`config.mk`:
```
export PLATFORM = sky130hd
export DESIGN_NAME = encoder_and_button_press_classifier_top
export DESIGN_NICKNAME = d
export VERILOG_FILES = /design/src/rtl/core/ebpc_pkg.sv /design/src/rtl/core/ebpc_cfg_regs.sv /design/src/rtl/core/ebpc_sample_track.sv /design/src/rtl/core/ebpc_button.sv /design/src/rtl/core/encoder_and_button_press_classifier_top.sv
export VERILOG_INCLUDE_DIRS = /design/src /design/src/rtl/core
export SDC_FILE = /design/constraint.sdc
export NUM_CORES = 1
export LEC_CHECK = 0
export BUFFER_PORTS_ARGS = -buffer_cell sky130_fd_sc_hd__buf_4
export CAP_MARGIN = 10
export CORE_ASPECT_RATIO = 0.6
export CORE_MARGIN = 3
export CORE_UTILIZATION = 45
export DETAILED_ROUTE_END_ITERATION = 16
export SYNTH_ARGS = -nofsm -noshare
export SYNTH_HDL_FRONTEND = slang
export SYNTH_SLANG_ARGS = --single-unit
```
`constraint.sdc`:
```
create_clock -name aclk -period 5.1 [get_ports aclk]
set_input_delay 1.02 -clock aclk [delete_from_list [all_inputs] [get_ports aclk]]
set_output_delay 1.02 -clock aclk [all_outputs]
set_load 0.01 [all_outputs]
```
`src/rtl/core/assert_macros.svh`:
```
// ----------------------------------------------------------------------------
// assert_macros.svh
// Shared concurrent assertion macros, clocked on the rising edge and
// disabled while the synchronous active-low reset is asserted.
// ----------------------------------------------------------------------------
`ifndef ASSERT_MACROS_SVH
`define ASSERT_MACROS_SVH

// Property holds at every clock edge outside reset.
`define ASSERT_ALWAYS(label, clk, rstn, prop, msg) \
    label: assert property (@(posedge clk) disable iff (!rstn) (prop)) else $error(msg);

// Antecedent at one edge implies consequent at the following edge.
`define ASSERT_NEXT(label, clk, rstn, ante, cons, msg) \
    label: assert property (@(posedge clk) disable iff (!rstn) (ante) |=> (cons)) \
        else $error(msg);

`endif

```
`src/rtl/core/ebpc_pkg.sv`:
```
// ----------------------------------------------------------------------------
// ebpc_pkg
// Types and constants of the encoder and button press classifier.
// ----------------------------------------------------------------------------
`default_nettype none

package ebpc_pkg;

    localparam int NUM_BUTTONS = 3;
    localparam int TIME_BITS   = 32;
    localparam int CFG_W       = 16;
    localparam int CFG_IDX_W   = 2;
    localparam int EV_W        = 3;

    // level vector bit positions
    localparam int LV_CLK    = 0;
    localparam int LV_DATA   = 1;
    localparam int LV_BTN0   = 2;
    localparam int LEVELS_W  = LV_BTN0 + NUM_BUTTONS;

    localparam int S_FIELDS_W = TIME_BITS + LEVELS_W;
    localparam int S_TDATA_W  = ((S_FIELDS_W + 7) / 8) * 8;
    localparam int M_FIELDS_W = 2 + EV_W * NUM_BUTTONS;
    localparam int M_TDATA_W  = ((M_FIELDS_W + 7) / 8) * 8;

    // register indexes
    localparam logic [CFG_IDX_W-1:0] CFG_GLITCH = 2'd0;
    localparam logic [CFG_IDX_W-1:0] CFG_CLICK  = 2'd1;
    localparam logic [CFG_IDX_W-1:0] CFG_HOLD   = 2'd2;

    localparam logic [CFG_W-1:0] GLITCH_RST = 16'd5;
    localparam logic [CFG_W-1:0] CLICK_RST  = 16'd1000;
    localparam logic [CFG_W-1:0] HOLD_RST   = 16'd2000;

    typedef enum logic [EV_W-1:0] {
        EV_NONE  = 3'd0,
        EV_PRESS = 3'd1,
        EV_CLICK = 3'd2,
        EV_SHORT = 3'd3,
        EV_LONG  = 3'd4
    } event_t;

    typedef struct packed {
        logic [CFG_W-1:0] glitch_ms;
        logic [CFG_W-1:0] click_limit_ms;
        logic [CFG_W-1:0] hold_limit_ms;
    } cfg_t;

    typedef struct packed {
        logic                   turn_left;
        logic                   turn_right;
        logic [NUM_BUTTONS-1:0] btn_changed;
    } step_info_t;

endpackage

`default_nettype wire

```
`src/rtl/core/ebpc_cfg_regs.sv`:
```
// ----------------------------------------------------------------------------
// ebpc_cfg_regs
// Threshold registers written through the plain write port.
// ----------------------------------------------------------------------------
`default_nettype none

module ebpc_cfg_regs (
    input  wire logic                          aclk,
    input  wire logic                          aresetn,
    input  wire logic                          cfg_wr_en,
    input  wire logic [ebpc_pkg::CFG_IDX_W-1:0] cfg_index,
    input  wire logic [ebpc_pkg::CFG_W-1:0]    cfg_wdata,
    output ebpc_pkg::cfg_t                     cfg
);

    ebpc_pkg::cfg_t cfg_reg;
    ebpc_pkg::cfg_t cfg_next;

    always_comb begin
        cfg_next = cfg_reg;
        if (cfg_wr_en) begin
            unique case (cfg_index)
                ebpc_pkg::CFG_GLITCH: cfg_next.glitch_ms      = cfg_wdata;
                ebpc_pkg::CFG_CLICK:  cfg_next.click_limit_ms = cfg_wdata;
                ebpc_pkg::CFG_HOLD:   cfg_next.hold_limit_ms  = cfg_wdata;
                default:              cfg_next = cfg_reg;
            endcase
        end
    end

    always_ff @(posedge aclk) begin
        if (!aresetn) begin
            cfg_reg.glitch_ms      <= ebpc_pkg::GLITCH_RST;
            cfg_reg.click_limit_ms <= ebpc_pkg::CLICK_RST;
            cfg_reg.hold_limit_ms  <= ebpc_pkg::HOLD_RST;
        end else begin
            cfg_reg <= cfg_next;
        end
    end

    assign cfg = cfg_reg;

endmodule

`default_nettype wire

```
`src/rtl/core/ebpc_sample_track.sv`:
```
// ----------------------------------------------------------------------------
// ebpc_sample_track
// Keeps the previous pin levels and the primed flag; detects the encoder
// step and the switch level changes of the current sample.
// ----------------------------------------------------------------------------
`default_nettype none

`include "assert_macros.svh"

module ebpc_sample_track (
    input  wire logic                          aclk,
    input  wire logic                          aresetn,
    input  wire logic                          step,
    input  wire logic [ebpc_pkg::LEVELS_W-1:0] levels,
    output ebpc_pkg::step_info_t               info
);

    logic [ebpc_pkg::LEVELS_W-1:0] prev_levels_reg;
    logic                          primed_reg;
    logic [ebpc_pkg::LEVELS_W-1:0] changed;

    assign changed = levels ^ prev_levels_reg;

    always_comb begin
        info.turn_left   = 1'b0;
        info.turn_right  = 1'b0;
        info.btn_changed = '0;
        if (primed_reg) begin
            if (changed[ebpc_pkg::LV_CLK] && levels[ebpc_pkg::LV_CLK]) begin
                if (levels[ebpc_pkg::LV_CLK] != levels[ebpc_pkg::LV_DATA]) begin
                    info.turn_left = 1'b1;
                end else begin
                    info.turn_right = 1'b1;
                end
            end
            info.btn_changed = changed[ebpc_pkg::LV_BTN0 +: ebpc_pkg::NUM_BUTTONS];
        end
    end

    always_ff @(posedge aclk) begin
        if (!aresetn) begin
            prev_levels_reg <= '0;
            primed_reg      <= 1'b0;
        end else if (step) begin
            prev_levels_reg <= levels;
            primed_reg      <= 1'b1;
        end
    end

    `ASSERT_NEXT(a_primes_on_first, aclk, aresetn, step, primed_reg,
        "primed flag not set after a sample")
    `ASSERT_ALWAYS(a_unprimed_quiet, aclk, aresetn,
        primed_reg || (!info.turn_left && !info.turn_right && info.btn_changed == '0),
        "event reported on the priming sample")

endmodule

`default_nettype wire

```
`src/rtl/core/ebpc_button.sv`:
```
// ----------------------------------------------------------------------------
// ebpc_button
// One switch: pressed flag, press timestamp and release duration classifier.
// ----------------------------------------------------------------------------
`default_nettype none

`include "assert_macros.svh"

module ebpc_button (
    input  wire logic                           aclk,
    input  wire logic                           aresetn,
    input  wire logic                           step,
    input  wire logic                           changed,
    input  wire logic                           level,
    input  wire logic [ebpc_pkg::TIME_BITS-1:0] now_ms,
    input  wire ebpc_pkg::cfg_t                 cfg,
    output ebpc_pkg::event_t                    ev
);

    logic                           down_reg;
    logic                           down_next;
    logic [ebpc_pkg::TIME_BITS-1:0] press_time_reg;
    logic [ebpc_pkg::TIME_BITS-1:0] press_time_next;
    logic [ebpc_pkg::TIME_BITS-1:0] elapsed;

    // wraps modulo 2^TIME_BITS
    assign elapsed = now_ms - press_time_reg;

    always_comb begin
        ev              = ebpc_pkg::EV_NONE;
        down_next       = down_reg;
        press_time_next = press_time_reg;
        if (changed && (down_reg != level)) begin
            down_next = level;
            if (level) begin
                press_time_next = now_ms;
                ev              = ebpc_pkg::EV_PRESS;
            end else begin
                priority if (elapsed < ebpc_pkg::TIME_BITS'(cfg.glitch_ms)) begin
                    ev = ebpc_pkg::EV_NONE;
                end else if (elapsed < ebpc_pkg::TIME_BITS'(cfg.click_limit_ms)) begin
                    ev = ebpc_pkg::EV_CLICK;
                end else if (elapsed < ebpc_pkg::TIME_BITS'(cfg.hold_limit_ms)) begin
                    ev = ebpc_pkg::EV_SHORT;
                end else begin
                    ev = ebpc_pkg::EV_LONG;
                end
            end
        end
    end

    always_ff @(posedge aclk) begin
        if (!aresetn) begin
            down_reg <= 1'b0;
        end else if (step) begin
            down_reg <= down_next;
        end
    end

    always_ff @(posedge aclk) begin
        if (step) begin
            press_time_reg <= press_time_next;
        end
    end

    `ASSERT_NEXT(a_press_sets_down, aclk, aresetn,
        step && ev == ebpc_pkg::EV_PRESS, down_reg,
        "switch not marked down after press")
    `ASSERT_NEXT(a_release_clears_down, aclk, aresetn,
        step && (ev == ebpc_pkg::EV_CLICK || ev == ebpc_pkg::EV_SHORT
                 || ev == ebpc_pkg::EV_LONG),
        !down_reg, "switch still marked down after release")

endmodule

`default_nettype wire

```
`src/rtl/core/encoder_and_button_press_classifier_top.sv`:
```
// ----------------------------------------------------------------------------
// encoder_and_button_press_classifier_top
// Rotary encoder step decoder and per-switch press duration classifier.
//
//   Channel  Dir  Bits        Contents (lowest bit first)
//   s_       in   tdata 40    now_ms[31:0], enc_clock, enc_data, button0..2
//   m_       out  tdata 16    turn_left, turn_right, button0..2_event[2:0]
//   cfg_     in   wdata 16    0 glitch_ms, 1 click_limit_ms, 2 hold_limit_ms
//
// One sample per cycle sustained while m_tready holds high: input register,
// one subtract and three compares per switch, result register. Each sample
// is held in the input register, then in the result register. Synchronous
// active-low reset; the first sample after reset only primes the stored
// levels and yields an all-zero result. A stalled result holds the output
// register; the input register still takes one more sample behind it.
// ----------------------------------------------------------------------------
`default_nettype none

`include "assert_macros.svh"

module encoder_and_button_press_classifier_top (
    input  wire logic                           aclk,
    input  wire logic                           aresetn,
    // now_ms[31:0], enc_clock[32], enc_data[33], button0[34], button1[35],
    // button2[36], zero fill
    input  wire logic [ebpc_pkg::S_TDATA_W-1:0] s_tdata,
    input  wire logic                           s_tvalid,
    output      logic                           s_tready,
    // turn_left[0], turn_right[1], button0_event[4:2], button1_event[7:5],
    // button2_event[10:8], zero fill
    output      logic [ebpc_pkg::M_TDATA_W-1:0] m_tdata,
    output      logic                           m_tvalid,
    input  wire logic                           m_tready,
    input  wire logic                           cfg_wr_en,
    input  wire logic [ebpc_pkg::CFG_IDX_W-1:0] cfg_index,
    input  wire logic [ebpc_pkg::CFG_W-1:0]     cfg_wdata
);

    ebpc_pkg::cfg_t       cfg;
    ebpc_pkg::step_info_t info;
    ebpc_pkg::event_t     ev [ebpc_pkg::NUM_BUTTONS];

    logic                           in_vld_reg;
    logic [ebpc_pkg::TIME_BITS-1:0] in_now_reg;
    logic [ebpc_pkg::LEVELS_W-1:0]  in_levels_reg;
    logic                           out_vld_reg;
    logic [ebpc_pkg::M_TDATA_W-1:0] out_data_reg;
    logic [ebpc_pkg::M_TDATA_W-1:0] out_data_next;
    logic                           out_free;
    logic                           step;

    assign out_free = !out_vld_reg || m_tready;
    assign step     = in_vld_reg && out_free;
    assign s_tready = !in_vld_reg || out_free;

    ebpc_cfg_regs u_cfg (
        .aclk      (aclk),
        .aresetn   (aresetn),
        .cfg_wr_en (cfg_wr_en),
        .cfg_index (cfg_index),
        .cfg_wdata (cfg_wdata),
        .cfg       (cfg)
    );

    ebpc_sample_track u_track (
        .aclk    (aclk),
        .aresetn (aresetn),
        .step    (step),
        .levels  (in_levels_reg),
        .info    (info)
    );

    for (genvar i = 0; i < ebpc_pkg::NUM_BUTTONS; i++) begin : g_btn
        ebpc_button u_btn (
            .aclk    (aclk),
            .aresetn (aresetn),
            .step    (step),
            .changed (info.btn_changed[i]),
            .level   (in_levels_reg[ebpc_pkg::LV_BTN0 + i]),
            .now_ms  (in_now_reg),
            .cfg     (cfg),
            .ev      (ev[i])
        );
    end

    always_comb begin
        out_data_next    = '0;
        out_data_next[0] = info.turn_left;
        out_data_next[1] = info.turn_right;
        for (int i = 0; i < ebpc_pkg::NUM_BUTTONS; i++) begin
            out_data_next[2 + ebpc_pkg::EV_W * i +: ebpc_pkg::EV_W] = ev[i];
        end
    end

    always_ff @(posedge aclk) begin
        if (!aresetn) begin
            in_vld_reg  <= 1'b0;
            out_vld_reg <= 1'b0;
        end else begin
            if (s_tready) begin
                in_vld_reg <= s_tvalid;
            end
            if (out_free) begin
                out_vld_reg <= in_vld_reg;
            end
        end
    end

    always_ff @(posedge aclk) begin
        if (s_tvalid && s_tready) begin
            in_now_reg    <= s_tdata[ebpc_pkg::TIME_BITS-1:0];
            in_levels_reg <= s_tdata[ebpc_pkg::TIME_BITS +: ebpc_pkg::LEVELS_W];
        end
        if (step) begin
            out_data_reg <= out_data_next;
        end
    end

    assign m_tdata  = out_data_reg;
    assign m_tvalid = out_vld_reg;

    `ASSERT_NEXT(a_step_fills_output, aclk, aresetn, step, m_tvalid,
        "result register empty after a transfer into it")
    `ASSERT_ALWAYS(a_one_direction, aclk, aresetn,
        !(m_tvalid && m_tdata[0] && m_tdata[1]),
        "encoder reported left and right together")

endmodule

`default_nettype wire
```
=== Word-level counts from Yosys, hierarchy flattened ===
Index checks and enable logic that the tools add are counted.

* Register bits: 203
* Bits in latches: 0
* Bits in writable memories: 0
* Bits in read-only memories: 0
* Input bits: 63
* Output and inout port bits: 18
* Memories kept: 0

* $add $sub $neg: 3
* $mul: 0
* Divide/modulo/power cells: 0
* $lt $le $gt $ge: 9
* Equality and inequality tests: 6
* Shift-type cells: 0
* Muxes and demuxes: 15
* Bitwise operators: 4
* Reduce and logical (&&, ||, !) cells: 27

{| class="wikitable"
|+ Operators by type and width
! kind !! number
|-
| $lt A32 B16 Y1 || 9
|-
| $sub A32 B32 Y32 || 3
|-
| $reduce_and A2 Y1 || 7
|-
| $mux W3 || 4
|-
| $reduce_or A4 Y1 || 3
|-
| $reduce_and A3 Y1 || 3
|-
| $reduce_or A3 Y1 || 3
|-
| $mux W1 || 8
|-
| $logic_and A1 B1 Y1 || 6
|-
| $mux W2 || 3
|-
| $xor A5 B5 Y5 || 1
|-
| $ne A1 B1 Y1 || 4
|-
| $not A1 Y1 || 3
|-
| $eq A2 B1 Y1 const B || 1
|-
| $eq A2 B2 Y1 const B || 1
|-
| $logic_not A1 Y1 || 2
|-
| $logic_not A2 Y1 || 1
|-
| $logic_or A1 B1 Y1 || 2
|}

=== Logic depth before layout (Yosys ltp) ===
Gate-level depths: netlist (run 1).

* Depth in word-level cells: 6
* Depth in mapped cells: 19
* Gate-level depth less buffers: 19

=== Cells and area by module ===
A second synthesis (run 1) with hierarchy kept.

* Cell total of the unflattened synthesis: 1829
* Area, all modules: 16544.6 um^2

{| class="wikitable"
|+ Modules (own cells, without submodules)
! module !! times used !! cells an instance !! area each (um^2) !! seq. area each (um^2)
|-
| ebpc_button (g_btn[0].u_btn ...) || 2 || 528 || 4330.4 || 980.9
|-
| ebpc_button (g_btn[1].u_btn) || 1 || 497 || 4124.0 || 980.9
|-
| ebpc_cfg_regs || 1 || 189 || 1928.1 || 960.9
|-
| encoder_and_button_press_classifier_top || 1 || 63 || 1586.5 || 1481.4
|-
| ebpc_sample_track || 1 || 24 || 245.2 || 100.1
|}

=== Worst setup path after synthesis (run 1) ===
Ideal clock, no wire load.

* Path type: register to register
* Start point: register in_now_reg[0] in the netlist's numbering
* End point: register out_data_reg, in the netlist m_tdata[8] (data pin)
* Library setup time: 0.130 ns
* Arrival: 3.520 ns
* Data required time: 4.970 ns
* Path slack: 1.449 ns
* Cell stages (with the launch flop): 16
* Path buffers: 0
* Clock period less this slack: 3.651 ns
* Cell sequence: edfxtp_1 inv_1 ha_1 fa_1 nor2b_1 o211ai_1 a211oi_1 o31ai_1 xnor2_1 ha_1 nand4_1 nor4_1 a21oi_1 or3_1 nor4_1 o21a_1

* Word-level cells in the longest chain between the ends: 6
* Elaborated cells between the ends (all ways): 8
* Those cells by class: 1 x add/sub; 3 x order compare; 4 x mux

{| class="wikitable"
|+ Ends and longest elaborated chain
! what !! line !! RTL
|-
| start, declared || encoder_and_button_press_classifier_top.sv:44 || <nowiki>logic [ebpc_pkg::TIME_BITS-1:0] in_now_reg;</nowiki>
|-
| start signal, assigned || encoder_and_button_press_classifier_top.sv:111 || <nowiki>in_now_reg <= s_tdata[ebpc_pkg::TIME_BITS-1:0];</nowiki>
|-
| $sub A32 B32 Y32 (*) || ebpc_button.sv:27 || <nowiki>assign elapsed = now_ms - press_time_reg;</nowiki>
|-
| $lt A32 B16 Y1 || ebpc_button.sv:43 || <nowiki>end else if (elapsed < ebpc_pkg::TIME_BITS'(cfg.hold_limit_ms)) begin</nowiki>
|-
| $mux W3 || ebpc_button.sv:43 ||
|-
| $mux W2 || ebpc_button.sv:41 || <nowiki>end else if (elapsed < ebpc_pkg::TIME_BITS'(cfg.click_limit_ms)) begin</nowiki>
|-
| $mux W1 (*) || ebpc_button.sv:39 || <nowiki>priority if (elapsed < ebpc_pkg::TIME_BITS'(cfg.glitch_ms)) begin</nowiki>
|-
| $mux W1 (*) || ebpc_button.sv:35 || <nowiki>if (level) begin</nowiki>
|-
| end signal, assigned || encoder_and_button_press_classifier_top.sv:115 || <nowiki>out_data_reg <= out_data_next;</nowiki>
|-
| end, declared || encoder_and_button_press_classifier_top.sv:47 || <nowiki>logic [ebpc_pkg::M_TDATA_W-1:0] out_data_reg;</nowiki>
|}

Mark *: on every way between the ends. The rest lies on a longest branch, timed or not.
A chain may end at the register's enable or synchronous reset.

=== Worst setup path after layout (run 1) ===
* Start point: register in_now_reg[1] in the netlist's numbering
* End point: register out_data_reg, in the netlist m_tdata[5] (data pin)

Same word-level chain as after synthesis.

==> impl_results.md, run 1 <==
* Startpoint of the most critical register-to-register path: in_now_reg[1]$_DFFE_PP_
* Share of layout cells above drive strength 1 at 9.76%
* Hold-fix buffers, CTS at 0
* Num rows at 52
* Top achievable clock speed at 0.218 GHz
* Global route overflow at 0
* Number of antenna violations at the first check in global routing at 0
* Worst reg2reg path endpoint: m_tdata[5]$_SDFFCE_PN0P_
* Tot Pwr at 4.52 mW
* Setup repair after global routing missed its margin: no
* Commonest cells in the synthesized netlist: sky130_fd_sc_hd__ha_1 (228), sky130_fd_sc_hd__nand2_1 (191), sky130_fd_sc_hd__inv_1 (168), sky130_fd_sc_hd__edfxtp_1 (144), sky130_fd_sc_hd__a21oi_1 (133)
* Remaining antenna violation count after routing at 0
* Most common flop cell mapped by yosys: sky130_fd_sc_hd__edfxtp_1
* Hold Fails Final Rpt at 0
* Yosys warning count at 0
* Final critical-path share of the clock period at 90.0%
* Total setup buffers inserted after CTS at 0
* I/O pin count at 81
* First-pass DRT Iterations at 5
* Total power density per cell area at 256 nW/um^2
* Peak supply drop at 0.000231 V
* Sequential area share after synthesis at 34.5%
* Final Max Slew Viols at 0
* DRT Wirelength at 47700 um
* Final clock skew at 0.0148 ns
* Number of placed cells counting well taps at 2255
* Number of inserted filler cells in the final layout at 3148
* Sequential cell area at 5490 um^2
* HP Start: u_cfg.cfg[28]$_SDFFE_PN0P_
* Max transition margin at 22.3%
* Cells on worst reg2reg path at 16
* Overall routing resource usage at 24.6%
* Global-route wire length before repair at 72000 um
* Hold Path Sink: u_cfg.cfg[28]$_SDFFE_PN0P_
* Total via count in the routed design at 13500
* IO Port Bufs at 72
* Number of standard cells in the final layout excluding fillers at 2293
* Net count of the finished layout at 2114
* Crit path arrival time at 4.87 ns
* Measured slew at the worst slew-check pin at 1.16 ns
* Final setup violating endpoints at 0
* Netlist area before placement at 15900 um^2
* Average size of a mapped cell at 9.07 um^2
* Number of cells produced by synthesis at 1754
* 1st-iter DRT viols at 1138
* Number of library cell types mapped by synthesis at 93
* Proportion of synthesized flip-flops having asynchronous set or reset at 0%
* Wire per inst at 20.8 um
* Vias in the first global route at 12300
* Via density per instance at 5.90
* Final weighted congestion of routability-driven global placement at 0.933
* Synth-to-layout area growth at 10.9%
* Starting density of the core at 46.4%
* Run status: finished, final reports clean
* Min Clock Period, post-route at 4.59 ns
* Nature of the critical path endpoint: register
* Area share of the largest cell type after synthesis at 27.2%
* Clock Latency Late Sink at 0.53 ns
* Reported leakage power at 7.34 nW
* Residual DRC count at 0
* Hold Slack at 0.469 ns
* Ranking of synthesized cells by area: sky130_fd_sc_hd__edfxtp_1 (27%), sky130_fd_sc_hd__ha_1 (18%), sky130_fd_sc_hd__dfxtp_1 (7.3%)
* Required time of the critical path at 5.38 ns
* Number of sinks on the clock net at 202
* Post-CTS resize count at 0
* Overall die area at 37700 um^2
* Core Region at 34300 um^2
* Height of the die at 152 um
* Number of buffers inserted during clock tree synthesis at 22
* Dominant cell by count in the synthesized netlist: sky130_fd_sc_hd__ha_1
* Max FFs per register at 96
* Max Buffers Root-to-Sink at 3
* Clock tree from TritonCTS: yes
* Final TNS setup at 0 ns
* Post-synth EDFFs at 144
* Critical Path Fanout Max at 7
* Width of the chip at 249 um
* WS Path Type: reg -> reg
* Worst Hold Class: reg -> reg
* Max cap viols at 0
* Number of antenna cells inserted at 0
* H-Tree Depth at 1
* Clk root buf: sky130_fd_sc_hd__clkbuf_16
* R2r setup slk at 0.51 ns
* Post-synth top area cell: sky130_fd_sc_hd__edfxtp_1
* Largest net degree at the start of global routing at 59
* Clock transition at the registers of the reported paths at 0.06 ns
* FF+latch count, synth at 202
* Number of cells on the worst hold path at 2
* Multi-input combinational cell area at 9550 um^2
* Post-DP HPWL at 38500 um
* Crit start category: register
where the power goes:
part           total, mW  internal [mW]  switching, mW
logic               1.03          0.409          0.620
clock network       1.63          0.946          0.687
registers           1.86           1.80         0.0516
total               4.52           3.16           1.36
layout make-up:
class                      instances  share of cell area, %
inverter                         169                   3.60
timing repair buffer              89                   3.79
clock inverter                     9                  0.440
clock buffer                      29                   3.68
sequential                       202                   31.1
tap                              459                   3.26
multi-input combinational       1336                   54.1
cell families after synthesis:
| family | Yosys count | share of synthesized area [%] |
|---|---|---|
| muxes | 9 | 0.590 |
| DFF | 202 | 34.5 |
| buffers and inverters | 220 | 5.63 |
| adders and majority gates | 231 | 18.3 |
| other | 1 | 0.0236 |
| xor gates and xnor gates | 64 | 3.52 |
| AOI/OAI and AO/OA | 517 | 21.7 |
| and+or+nand+nor | 510 | 15.8 |
layer usage:
metal | global-route usage, % | up-vias | wire length [um]
met5 | 0 | - | 0
met4 | 3.21 | 0 | 516
met3 | 4.52 | 42 | 4220
met2 | 32.3 | 519 | 17300
met1 | 41.0 | 6402 | 25700
li1 | - | 6563 | -
worst max-delay path, stage by stage, from the launching register on:
cell and delay (ns):
sky130_fd_sc_hd__edfxtp_1 0.50, sky130_fd_sc_hd__inv_1 0.19, sky130_fd_sc_hd__fa_1 0.49, sky130_fd_sc_hd__nand2b_1 0.19, sky130_fd_sc_hd__a21oi_2 0.39, sky130_fd_sc_hd__or3b_4 0.24
sky130_fd_sc_hd__inv_1 0.04, sky130_fd_sc_hd__o21ai_0 0.26, sky130_fd_sc_hd__xor2_1 0.40, sky130_fd_sc_hd__ha_1 0.21, sky130_fd_sc_hd__and4_1 0.20, sky130_fd_sc_hd__nand2_1 0.05
sky130_fd_sc_hd__a2111oi_0 0.69, sky130_fd_sc_hd__nor2_1 0.15, sky130_fd_sc_hd__and3_1 0.21, sky130_fd_sc_hd__nand4_1 0.08, sky130_fd_sc_hd__nand2_1 0.05
how the worst max path moves through the flow:
stage	from	endpoint	slack (ns)
after floorplan	in_now_reg[0]$_DFFE_PP_	m_tdata[8]$_SDFFCE_PN0P_	1.45
after global placement	in_now_reg[1]$_DFFE_PP_	m_tdata[8]$_SDFFCE_PN0P_	0.67
after detailed placement	in_now_reg[1]$_DFFE_PP_	m_tdata[8]$_SDFFCE_PN0P_	0.60
after CTS	in_now_reg[1]$_DFFE_PP_	m_tdata[8]$_SDFFCE_PN0P_	0.56
after global routing	in_now_reg[1]$_DFFE_PP_	m_tdata[8]$_SDFFCE_PN0P_	0.19
final	in_now_reg[1]$_DFFE_PP_	m_tdata[5]$_SDFFCE_PN0P_	0.51
metrics by stage:
step / util (%) / setup WS, ns / instance area, um^2
6_report: 51.4 / 0.511 / 17600
4_1_cts: 51.4 / 0.563 / 17600
3_5_place_dp: 49.3 / 0.605 / 16900
2_1_floorplan: - / 1.45 / 15900
5_1_grt: 51.4 / 0.189 / 17600
3_3_place_gp: 49.3 / 0.670 / 16900
cell usage in the layout, fill, tap and decap left out, types with 12 or more instances in the layout:
cell and count:
sky130_fd_sc_hd__a21boi_0 50, sky130_fd_sc_hd__nand2_1 191, sky130_fd_sc_hd__edfxtp_1 144, sky130_fd_sc_hd__nor2b_1 16, sky130_fd_sc_hd__ha_1 228, sky130_fd_sc_hd__or3_1 16
sky130_fd_sc_hd__nand4_1 46, sky130_fd_sc_hd__o21a_1 31, sky130_fd_sc_hd__a21oi_2 13, sky130_fd_sc_hd__nand3_1 28, sky130_fd_sc_hd__clkbuf_16 24, sky130_fd_sc_hd__buf_4 89
sky130_fd_sc_hd__o21ai_0 84, sky130_fd_sc_hd__xnor2_1 40, sky130_fd_sc_hd__nand2b_1 15, sky130_fd_sc_hd__a21oi_1 133, sky130_fd_sc_hd__a31oi_1 12, sky130_fd_sc_hd__dfxtp_1 58
sky130_fd_sc_hd__xor2_1 24, sky130_fd_sc_hd__o211ai_1 30, sky130_fd_sc_hd__a21o_1 51, sky130_fd_sc_hd__nor3_1 27, sky130_fd_sc_hd__inv_1 168, sky130_fd_sc_hd__nor2_1 90
sky130_fd_sc_hd__a211oi_1 14
Power figures use the tool's default switching activity.
==> run 2, diff against run 1 <==
--- a/config.mk
+++ b/config.mk
@@ -12,6 +12,8 @@
 export CORE_MARGIN = 3
 export CORE_UTILIZATION = 45
 export DETAILED_ROUTE_END_ITERATION = 16
+export PLACE_DENSITY = 0.66
+export SKIP_LAST_GASP = 1
 export SYNTH_ARGS = -nofsm -noshare
 export SYNTH_HDL_FRONTEND = slang
 export SYNTH_SLANG_ARGS = --single-unit
==> run 2 against run 1 <==
Compared with the run above:
- critical path depth up 3
- critical endpoint is now m_tdata[8]$_SDFFCE_PN0P_
- setup slack got worse by 0.15 ns
- clock skew grew 0.0043 ns
- combinational power hardly changed
- final area about the same
- die area is the same
- total power rose by 1.2%
- cell count about the same
==> impl_results.md, run 2 (same netlist as run 1, synthesis figures left out) <==
* Run status: finished, final reports clean
* Tot Pwr at 4.57 mW
* Sequential cell area at 5490 um^2
* Remaining antenna violation count after routing at 0
* Clock Latency Late Sink at 0.54 ns
* Number of sinks on the clock net at 202
* Number of buffers inserted during clock tree synthesis at 22
* Max cap viols at 0
* Final setup violating endpoints at 0
* Final weighted congestion of routability-driven global placement at 0.962
* Total power density per cell area at 259 nW/um^2
* Clock tree from TritonCTS: yes
* Crit path arrival time at 5.14 ns
* Residual DRC count at 0
* Required time of the critical path at 5.50 ns
* Final clock skew at 0.0191 ns
* Hold Fails Final Rpt at 0
* Reported leakage power at 7.33 nW
* Number of inserted filler cells in the final layout at 3161
* Overall die area at 37700 um^2
* H-Tree Depth at 1
* Num rows at 52
* Max transition margin at 24.4%
* Post-CTS resize count at 0
* Max FFs per register at 96
* Starting density of the core at 46.4%
* I/O pin count at 81
* Total via count in the routed design at 13700
* Core Region at 34300 um^2
* IO Port Bufs at 72
* Global route overflow at 0
* Number of antenna violations at the first check in global routing at 2
* DRT Wirelength at 48000 um
* Top library cells by usage in the layout, fill and taps aside: sky130_fd_sc_hd__ha_1 (228), sky130_fd_sc_hd__nand2_1 (191), sky130_fd_sc_hd__inv_1 (168), sky130_fd_sc_hd__edfxtp_1 (144), sky130_fd_sc_hd__a21oi_1 (133)
* 1st-iter DRT viols at 1522
* Setup repair after global routing missed its margin: no
* Final Max Slew Viols at 0
* Met3 usage at 4.47%
* Via density per instance at 5.98
* Width of the chip at 249 um
* Net count of the finished layout at 2111
* Min Clock Period, post-route at 4.74 ns
* Hold-fix buffers, CTS at 0
* Synth-to-layout area growth at 10.9%
* Multi-input combinational cell area at 9550 um^2
* Top achievable clock speed at 0.211 GHz
* Wire per inst at 20.9 um
* Max Buffers Root-to-Sink at 3
* Global-route wire length before repair at 72900 um
* Worst Hold Class: reg -> reg
* First-pass DRT Iterations at 6
* Post-DP HPWL at 38500 um
* Clock transition at the registers of the reported paths at 0.06 ns
* Critical Path Fanout Max at 7
* Number of antenna cells inserted at 0
* Nature of the critical path endpoint: register
* Peak supply drop at 0.000206 V
* Share of layout cells above drive strength 1 at 9.82%
* Measured slew at the worst slew-check pin at 1.13 ns
* Clk root buf: sky130_fd_sc_hd__clkbuf_16
* Total setup buffers inserted after CTS at 0
* GR met2 Demand/Resource at 33.0%
* WS Path Type: reg -> reg
* Vias in the first global route at 12500
* Final critical-path share of the clock period at 93.0%
* Largest net degree at the start of global routing at 59
* Final TNS setup at 0 ns
* Peak-usage layer in the global routing report: met1
* Height of the die at 152 um
* Crit start category: register
* Met1 Track Usage GR at 41.1%
* Commonest non-fill, non-tap cell in the layout: sky130_fd_sc_hd__ha_1
* Overall routing resource usage at 24.9%
run 2: path summary, 6_finish.rpt:
kind,cells after the start,to,slack (ns),start
worst max-delay path,19,m_tdata[8]$_SDFFCE_PN0P_,0.36,in_now_reg[1]$_DFFE_PP_
worst min-delay path,2,u_cfg.cfg[15]$_SDFFE_PN0P_,0.47,u_cfg.cfg[15]$_SDFFE_PN0P_
worst max register to register,19,m_tdata[8]$_SDFFCE_PN0P_,0.36,in_now_reg[1]$_DFFE_PP_
worst min register to register,2,u_cfg.cfg[15]$_SDFFE_PN0P_,0.47,u_cfg.cfg[15]$_SDFFE_PN0P_
run 2: cell type report:
cell class / instances / share of cell area, %
Clock buffer: 24 / 3.22
Clock inverter: 16 / 1.02
Inverter: 169 / 3.60
Multi-Input combinational cell: 1336 / 54.2
Sequential cell: 202 / 31.1
Tap cell: 459 / 3.26
Timing Repair Buffer: 86 / 3.66
run 2: metrics by stage:
step	hold slack [ns]	utilization (%)	cells	cell area, um^2	setup slack (ns)
after floorplan	0.443	-	1758	15900	1.45
after global placement	0.452	49.2	2252	16900	0.187
after detailed placement	0.457	49.2	2252	16900	0.142
after CTS	0.470	51.4	2292	17600	0.0764
after global routing	0.488	51.4	2292	17600	0.0760
final	0.472	51.4	2292	17600	0.359
run 2: report_power, final:
group          internal, mW  total, mW  leakage [nW]  switching, mW
sequential             1.80       1.86          1.80         0.0509
clock                 0.968       1.68         0.366          0.715
combinational         0.408       1.03          5.17          0.627
total                  3.18       4.57          7.33           1.39
run 2: routing by layer:
layer	wire, um	vias to the layer above
met5	0	-
met4	867	0
met3	4340	63
met2	17500	544
met1	25300	6540
li1	-	6561
run 2: worst max-delay path, cell delays in order (launching register included):
cell	delay, ns
sky130_fd_sc_hd__edfxtp_1	0.49
sky130_fd_sc_hd__inv_1	0.18
sky130_fd_sc_hd__fa_1	0.49
sky130_fd_sc_hd__nor2b_1	0.20
sky130_fd_sc_hd__o211ai_1	0.17
sky130_fd_sc_hd__a21oi_1	0.24
sky130_fd_sc_hd__o21ai_0	0.11
sky130_fd_sc_hd__nand2b_1	0.12
sky130_fd_sc_hd__a21o_1	0.13
sky130_fd_sc_hd__a21oi_1	0.08
sky130_fd_sc_hd__xnor2_1	0.55
sky130_fd_sc_hd__ha_1	0.37
sky130_fd_sc_hd__a21o_1	0.16
sky130_fd_sc_hd__a21oi_1	0.20
sky130_fd_sc_hd__nor2_1	0.07
sky130_fd_sc_hd__a2111oi_2	0.42
sky130_fd_sc_hd__buf_4	0.22
sky130_fd_sc_hd__nand2b_1	0.05
sky130_fd_sc_hd__nor4_1	0.20
sky130_fd_sc_hd__o21a_1	0.15
==> run 3, diff against run 2 <==
--- a/config.mk
+++ b/config.mk
@@ -6,13 +6,14 @@
 export SDC_FILE = /design/constraint.sdc
 export NUM_CORES = 1
 export LEC_CHECK = 0
+export ABC_AREA = 1
 export BUFFER_PORTS_ARGS = -buffer_cell sky130_fd_sc_hd__buf_4
 export CAP_MARGIN = 10
 export CORE_ASPECT_RATIO = 0.6
 export CORE_MARGIN = 3
 export CORE_UTILIZATION = 45
 export DETAILED_ROUTE_END_ITERATION = 16
-export PLACE_DENSITY = 0.66
+export PLACE_DENSITY = 0.65
 export SKIP_LAST_GASP = 1
 export SYNTH_ARGS = -nofsm -noshare
 export SYNTH_HDL_FRONTEND = slang
==> run 3 against run 2 <==
Compared with the run above:
- global-route usage is essentially flat
- combinational power is 13% higher
- non-clock buffer count fell by 11
- sequential share of layout area decreased by 2.9 points
- sequential power about the same
- worst hold slack improved by 0.011 ns
- register-to-register slack improved by 0.43 ns
- via count rose by 19%
- clock power about the same
==> impl_results.md, run 3 <==
* Clk root buf: sky130_fd_sc_hd__clkbuf_16
* Tot Pwr at 4.70 mW
* Max cap viols at 0
* Netlist area before placement at 17600 um^2
* Finished Core Util at 51.2%
* Number of antenna cells inserted at 0
* Synth-to-layout area growth at 10.9%
* Crit path arrival time at 4.58 ns
* Multi-input combinational cell area at 9980 um^2
* Critical Path Fanout Max at 6
* Post-synth top area cell: sky130_fd_sc_hd__edfxtp_1
* Post-synth EDFFs at 144
* Remaining antenna violation count after routing at 0
* DP Worst Slack at 1.12 ns
* Number of placed cells counting well taps at 3127
* Commonest non-fill, non-tap cell in the layout: sky130_fd_sc_hd__nand2_1
* Final critical-path share of the clock period at 84.5%
* Top achievable clock speed at 0.232 GHz
* Peak supply drop at 0.000241 V
* Number of buffers inserted during clock tree synthesis at 23
* Most Frequent Cell on Critical Path: sky130_fd_sc_hd__nand2_1
* Cell type of the slowest stage on the worst timing path: sky130_fd_sc_hd__xor2_1
* Post-DP HPWL at 43800 um
* Vias in the first global route at 14800
* Min Clock Period, post-route at 4.31 ns
* Number of standard cells in the final layout excluding fillers at 3169
* Hold Path Sink: u_track.prev_levels_reg[0]$_SDFFE_PN0P_
* Net count of the finished layout at 2933
* Final setup violating endpoints at 0
* Number of library cell types mapped by synthesis at 38
* Core Region at 38100 um^2
* Final Max Slew Viols at 0
* Number of inserted filler cells in the final layout at 3800
* Num rows at 55
* Width of the chip at 261 um
* Buf+Inv Stages, Crit Path at 2
* Final WS setup at 0.791 ns
* DRT Wirelength at 52600 um
* Final TNS setup at 0 ns
* Critical Path Source: in_now_reg[2]$_DFFE_PP_
* Dominant cell by count in the synthesized netlist: sky130_fd_sc_hd__nand2_1
* Measured slew at the worst slew-check pin at 1.21 ns
* Ranking of synthesized cells by area: sky130_fd_sc_hd__edfxtp_1 (25%), sky130_fd_sc_hd__nand2_1 (18%), sky130_fd_sc_hd__ha_1 (16%)
* IO Port Bufs at 72
* Starting density of the core at 46.1%
* Share of layout cells above drive strength 1 at 6.55%
* Clock Latency Late Sink at 0.54 ns
* Proportion of synthesized flip-flops having asynchronous set or reset at 0%
* Hold Slack at 0.483 ns
* Worst Hold Class: reg -> reg
* Global-route wire length before repair at 81000 um
* Area of placed instances at 18700 um^2
* Clock tree from TritonCTS: yes
* Wire per inst at 16.6 um
* Area share of the largest cell type after synthesis at 24.6%
* Final weighted congestion of routability-driven global placement at 0.936
* I/O pin count at 81
* Setup repair after global routing missed its margin: no
* Overall routing resource usage at 24.9%
* Number of cells produced by synthesis at 2552
* Height of the die at 159 um
* Dominant delay contributor by cell family on the critical path: compound AO/OA/AOI/OAI gates
* R2r setup slk at 0.79 ns
* Top library cells by usage in the layout, fill and taps aside: sky130_fd_sc_hd__nand2_1 (847), sky130_fd_sc_hd__inv_1 (529), sky130_fd_sc_hd__ha_1 (228), sky130_fd_sc_hd__a21oi_1 (161), sky130_fd_sc_hd__nor2_1 (160)
* Residual DRC count at 0
* CP Cell Sequence: ha_1 -> nand2_1 -> nand2_1 -> inv_2 -> nand2_4 -> nand2_1 -> nand2_1 -> xor2_1 -> ha_1 -> a21o_1 -> a31oi_1 -> o21ai_0 -> a21oi_1 -> nand3_1 -> nand2_1 -> inv_1 -> nand2_1 -> nand2_1
* Biggest cell delay along the critical path at 0.60 ns
* Hold Fails Final Rpt at 0
* Number of sinks on the clock net at 202
* Run status: finished, final reports clean
* Worst reg2reg path endpoint: m_tdata[2]$_SDFFCE_PN0P_
* Number of cells on the worst hold path at 2
* FF+latch count, synth at 202
* WS Path Type: reg -> reg
* Fin area at 19500 um^2
* Final clock skew at 0.0304 ns
* Cells on worst reg2reg path at 18
* Hold-fix buffers, CTS at 0
* Nature of the critical path endpoint: register
* Startpoint of the most critical register-to-register path: in_now_reg[2]$_DFFE_PP_
* Global route overflow at 0
* Max transition margin at 19.2%
* First-pass DRT Iterations at 6
* Total via count in the routed design at 16300
* Average size of a mapped cell at 6.88 um^2
* Yosys warning count at 0
* Via density per instance at 5.13
* Max Buffers Root-to-Sink at 3
* Commonest cells in the synthesized netlist: sky130_fd_sc_hd__nand2_1 (847), sky130_fd_sc_hd__inv_1 (530), sky130_fd_sc_hd__ha_1 (228), sky130_fd_sc_hd__nor2_1 (163), sky130_fd_sc_hd__a21oi_1 (161)
* Post-CTS resize count at 0
* 1st-iter DRT viols at 1526
* H-Tree Depth at 1
* Crit start category: register
* Total setup buffers inserted after CTS at 0
* Sequential cell area at 5490 um^2
* Number of antenna violations at the first check in global routing at 0
* Largest net degree at the start of global routing at 51
* Sequential area share after synthesis at 31.2%
* Reported leakage power at 10.4 nW
* Required time of the critical path at 5.37 ns
* Overall die area at 41500 um^2
* Total power density per cell area at 241 nW/um^2
* Most common flop cell mapped by yosys: sky130_fd_sc_hd__edfxtp_1
* HP Start: u_track.prev_levels_reg[0]$_SDFFE_PN0P_
* Clock transition at the registers of the reported paths at 0.07 ns
* Max FFs per register at 96
## run 3: worst max path at each step
stage	endpoint	slack (ns)	cells past startpoint
global route	m_tdata[4]$_SDFFCE_PP0P_	0.62	19
floorplan	g_btn[1].u_btn.press_time_reg[0]$_DFFE_PP_	1.65	6
detailed placement	m_tdata[7]$_SDFFCE_PP0P_	1.12	17
CTS	m_tdata[4]$_SDFFCE_PP0P_	1.08	19
finish	m_tdata[2]$_SDFFCE_PN0P_	0.79	18
global placement	m_tdata[2]$_SDFFCE_PN0P_	1.19	18
## run 3: metal layers
metal / up-vias / part of all wire (%) / GRT usage (%)
met5: - / 0 / 0
met4: 0 / 1.3 / 3.60
met3: 56 / 9.5 / 5.66
met2: 538 / 39 / 35.0
met1: 7421 / 50 / 39.3
li1: 8256 / - / -
## run 3: worst reg2reg max path: cells and delay by family (launching register included)
family | cells | cell delay [ns]
AOI/OAI and AO/OA | 4 | 1.01
adders and majority gates | 2 | 0.92
buffers and inverters | 2 | 0.10
DFF | 1 | 0.51
and+or+nand+nor | 9 | 0.90
xor gates and xnor gates | 1 | 0.60
## run 3: logic make-up after synthesis
logic type,synth area share (%)
AND/OR/NAND/NOR,29.0
buffers and inverters,12.1
AO/OA/AOI/OAI,8.75
adder cells (fa/ha/maj),16.6
flip-flops,31.2
XOR/XNOR,2.24
other,0.0214
## run 3: power breakdown
| group | internal, mW | switching [mW] |
|---|---|---|
| registers | 1.81 | 0.0605 |
| clock network | 0.950 | 0.724 |
| logic | 0.403 | 0.753 |
| total | 3.16 | 1.54 |
## run 3: final cells by class
| class | count | area share (%) |
|---|---|---|
| Inverter | 546 | 10.5 |
| Clock inverter | 14 | 0.598 |
| Tap cell | 513 | 3.30 |
| Multi-Input combinational cell | 1791 | 51.2 |
| Timing Repair Buffer | 75 | 2.89 |
| Sequential cell | 202 | 28.2 |
| Clock buffer | 28 | 3.27 |
